## config.mk

```make
export PLATFORM = sky130hd
export DESIGN_NAME = rrts_ram
export DESIGN_NICKNAME = d
export VERILOG_FILES = /design/src/rtl/core/rrts_ram.sv
export SDC_FILE = /design/constraint.sdc
export NUM_CORES = 1
export LEC_CHECK = 0
export BUFFER_PORTS_ARGS = -buffer_cell sky130_fd_sc_hd__buf_2
export CORE_MARGIN = 2
export CORE_UTILIZATION = 45
export CTS_CLUSTER_SIZE = 12
export DETAILED_ROUTE_END_ITERATION = 7
export GPL_ROUTABILITY_DRIVEN = 1
export PLACE_DENSITY = 0.62
export SYNTH_ARGS = -nofsm -noshare
export SYNTH_HDL_FRONTEND = slang
export SYNTH_SLANG_ARGS = --single-unit
```

## constraint.sdc

```tcl
create_clock -name clk -period 2.7 [get_ports clk]
set_input_delay 0.405 -clock clk [delete_from_list [all_inputs] [get_ports clk]]
set_output_delay 0.405 -clock clk [all_outputs]
set_load 0.005 [all_outputs]
```

## src/rtl/core/rrts_ram.sv

```systemverilog
module rrts_ram #(
	parameter int WIDTH = 8,
	parameter int DEPTH = 64
) (
	input  logic                     clk,
	input  logic                     we,
	input  logic [$clog2(DEPTH)-1:0] waddr,
	input  logic [WIDTH-1:0]         wdata,
	input  logic [$clog2(DEPTH)-1:0] raddr,
	output logic [WIDTH-1:0]         rdata
);

	logic [WIDTH-1:0] mem [DEPTH];

	// write port, registered read port
	always_ff @(posedge clk) begin
		if (we) begin
			mem[waddr] <= wdata;
		end
		rdata <= mem[raddr];
	end

endmodule

```

## Word level (Yosys, flattened, before mapping)

Memories as Yosys holds them, arrays and structs flattened. A register that Yosys moved wholly into a read port is not among the register bits.
Cells that the tools add are included.

| operators by class | value |
|---|---|
| mux-type cells | 2 |

Operator list:

| cell | number |
|---|---|
| 1-bit 2-to-1 mux | 2 |

| storage, ports and cells | value |
|---|---|
| bits in registers | 0 |
| memory bits (writable) | 512 |
| input bits | 22 |
| output and inout bits | 8 |
| logic and storage cells | 3 |
| memories | 1 |

Memory list:

| name | depth | bits a word | read ports | clocked after Yosys merged registers in | write ports | RTL line | text |
|---|---|---|---|---|---|---|---|
| mem | 64 | 8 | 1 | 1 | 1 | 13 | `logic [WIDTH-1:0] mem [DEPTH];` |

## Logic depth before layout (Yosys ltp)

| depth | value |
|---|---|
| word-level depth | 2 |
| gate-level depth with buffers | 9 |
| gate-level depth less buffers | 5 |

## Least setup slack after synthesis

OpenSTA, ideal clock, no wires.

| path | value |
|---|---|
| kind | input to register |
| start point | in raddr[1] |
| end point | reg rdata[3], read port of mem |
| setup time | 0.128 ns |
| data arrival time | 1.945 ns |
| data required time | 2.572 ns |
| setup slack | 0.627 ns |
| cell stages on the path | 7 |
| path buffers | 3 |
| cell sequence | buf_4 > buf_2 > buf_2 > mux4_2 > mux4_2 > o21ai_1 > o41ai_1 |

RTL lines:

| item | RTL line | text |
|---|---|---|
| start: declaration | 9 | `input logic [$clog2(DEPTH)-1:0] raddr,` |
| end: declaration | 10 | `output logic [WIDTH-1:0] rdata` |

==> key figures <==
Outcome
  – Outcome: complete, no violations

Power
  – Total power: 16.4 mW
  – Peak supply drop: 0.000417 V
  – Cell Pwr Density: 707 nW/um2
  – Pleak: 7.47 nW

Setup path
  – Buffers & Inverters on Critical Path: 0
  – Reg-to-reg endpoint: rdata[4]$_DFF_P_
  – R2R setup slack: 670 ps
  – Crit path launch: mem[29][4]$_DFFE_PP_
  – Slowest stage delay, CP: 470 ps
  – WP data required: 3150 ps
  – WS Path Type: flip-flop to flip-flop
  – Crit-path max FO: 1
  – Crit-path cells: mux4_2 -> mux2_2 -> o221a_2 -> nor3_1 -> o32ai_1
  – Startpoint types: flip-flop
  – Critical-path top delay cell: mux4_2
  – Kind of cell adding the most delay to the critical path: multiplexers
  – Worst Reg-to-Reg Cells: 5
  – Reg2reg start: mem[29][4]$_DFFE_PP_
  – Worst EP arrival: 2480 ps
  – CP endpoint kind: flip-flop

Die
  – Core ar.: 44200 um2
  – Die Y: 216 um
  – Die ar.: 46500 um2
  – Initial core utilization: 0.456
  – I/O pins: 30
  – Row Count: 77
  – Die X: 216 um

Logic synthesis
  – Synth area leader: edfxtp_1
  – Number of flops mapped to enable cells by yosys: 512
  – Synth Area per Inst: 21.5 um2
  – Top-count cell post-synth: edfxtp_1
  – Yosys reg bits: 520
  – Synth Cell Area: 20200 um2
  – Post-Syn Instances: 940
  – Post-synth top flop: edfxtp_1
  – Synth top area share: 0.762
  – Post-synthesis sequential area ratio: 0.770
  – Synth warn: 0
  – Yosys cell types: 40
  – Top cells by area in the synthesized netlist: edfxtp_1 76%, mux4_2 14%, nor2_1 1.5%, mux2i_1 1.1%, dfxtp_1 0.79%
  – Syn nets: 962
  – Async S/R FF share, synth: 0
  – Commonest cells in the netlist: 512 x edfxtp_1, 126 x mux4_2, 83 x nor2_1

Clock tree
  – Clock Latency Late Sink: 590 ps
  – Clock slew at reported path FFs: 60 ps
  – Bufs on Longest Clock Path: 3
  – Num CTS Buffers: 52
  – Setup Fix Bufs, Post-CTS: 0
  – CTS resizes: 0
  – CTS tree: yes
  – Hold_buf cts: 0
  – Num Clock Sinks: 520
  – CTS root buffer: clkbuf_16
  – Htree depth: 2

STA
  – Clock Skew: 16.8 ps
  – Worst Max-Slew Pin Slew: 1270 ps
  – Final Slew Violations: 0
  – Endpoints failing setup: 0
  – Crit path time final: 2030 ps
  – Peak Freq: 493 MHz
  – Hold_ws: 234 ps
  – RSZ-0062 raised after global routing: false
  – Relative slew slack: 0.155
  – Final hold violations: 0
  – Crit share post-route: 0.751

Global route
  – First-pass GRT wire length: 66400 um
  – Vias in the first global route: 9970
  – Initial antenna violation count: 2
  – Remaining global-route overflow: 0
  – GRT Util Overall: 0.197
  – Largest net degree at the start of global routing: 65

Worst hold path
  – HP Class: input pin to flip-flop
  – Min-delay src: wdata[6]
  – Worst hold stages: 1
  – Hold Crit Endpoint: mem[1][6]$_DFFE_PP_

Layout
  – Area growth from synthesis to layout: 15.4%
  – Number of fill cells: 3395
  – # diodes: 0
  – Net count reported at finish: 1112
  – Layout cells sized above 1: 0.312

Detailed routing
  – WL/cell: 26.0 um
  – Vias/cell: 5.69
  – Final WL: 44600 um
  – Total number of vias: 9751
  – First-pass DRT Iterations: 5
  – Drc violations: 0
  – Initial drt markers: 1096
  – Final ANT Viol Nets: 0

Flow run
  – Max-cap viol count: 0

Placement
  – Port buffer count: 29
  – Placer congestion estimate: 0.815
  – Post-DP HPWL: 27800 um
-- logic make-up (layout without fill, tap and decap cells) --
family	count (synthesis)	count (layout)	synth area share
multiplexers	162	162	0.159
AND/OR/NAND/NOR	153	153	0.0339
flip-flops	520	520	0.770
AO/OA/AOI/OAI	54	54	0.0207
buffers and inverters	51	234	0.0157
-- cells in the final DEF, fill, tap and decap left out, drive strengths merged, types with 4 or more instances in the layout --
cell,instances
edfxtp,512
buf,146
mux4,126
nor2,83
clkbuf,80
mux2i,23
nand2,19
nor2b,14
mux2,13
nand3,13
o221ai,8
o22ai,8
dfxtp,8
nand2b,7
nor3,7
clkinv,7
a221oi,6
a211oi,4
o21ai,4
-- flip-flops by register name, summed over array words and instances (netlist names) --
| signal | count |
|---|---|
| mem | 512 |
| rdata | 8 |
-- cell type report --
class	count	area, um2	area share
multi-input combinational	369	4320	0.185
sequential	520	15500	0.667
clock buffer	79	1460	0.0629
tap	592	741	0.0318
timing repair buffer	147	1160	0.0497
clock inverter	8	61.3	0.00263
-- per-layer routing --
metal  part of all wire  global-route usage  vias up  routed length, um
met1               0.45               0.286     5159              20000
li1                   -                   -     4214                  -
met3              0.062              0.0403       73               2750
met2               0.46               0.299      301              20600
met5            0.00063                   0        -                 28
met4              0.028              0.0690        4               1260
-- worst max-delay path by stage --
stage / endpoint / slack [ps] / cells past startpoint
after detailed placement: rdata[7]$_DFF_P_ / 60 / 6
after global routing: rdata[7]$_DFF_P_ / 590 / 6
after floorplan: rdata[3]$_DFF_P_ / 630 / 7
after global placement: rdata[7]$_DFF_P_ / -10 / 6
final: rdata[4]$_DFF_P_ / 670 / 5
after CTS: rdata[7]$_DFF_P_ / 680 / 6
-- through the flow --
stage	area (um2)	TNS [ps]	std cells	utilization	worst slack, ps
2_1_floorplan	20200	0	940	-	627
3_3_place_gp	21700	-10.4	1628	0.492	-10.4
3_5_place_dp	21700	0	1628	0.492	56.8
4_1_cts	23300	0	1715	0.526	675
5_1_grt	23300	0	1715	0.526	592
6_report	23300	0	1715	0.526	672
-- report_power, final --
part,switching (mW),internal (mW)
clock,2.83,3.79
combinational,0.511,0.354
sequential,0.0269,8.94
(Power assumes the default switching activity.)
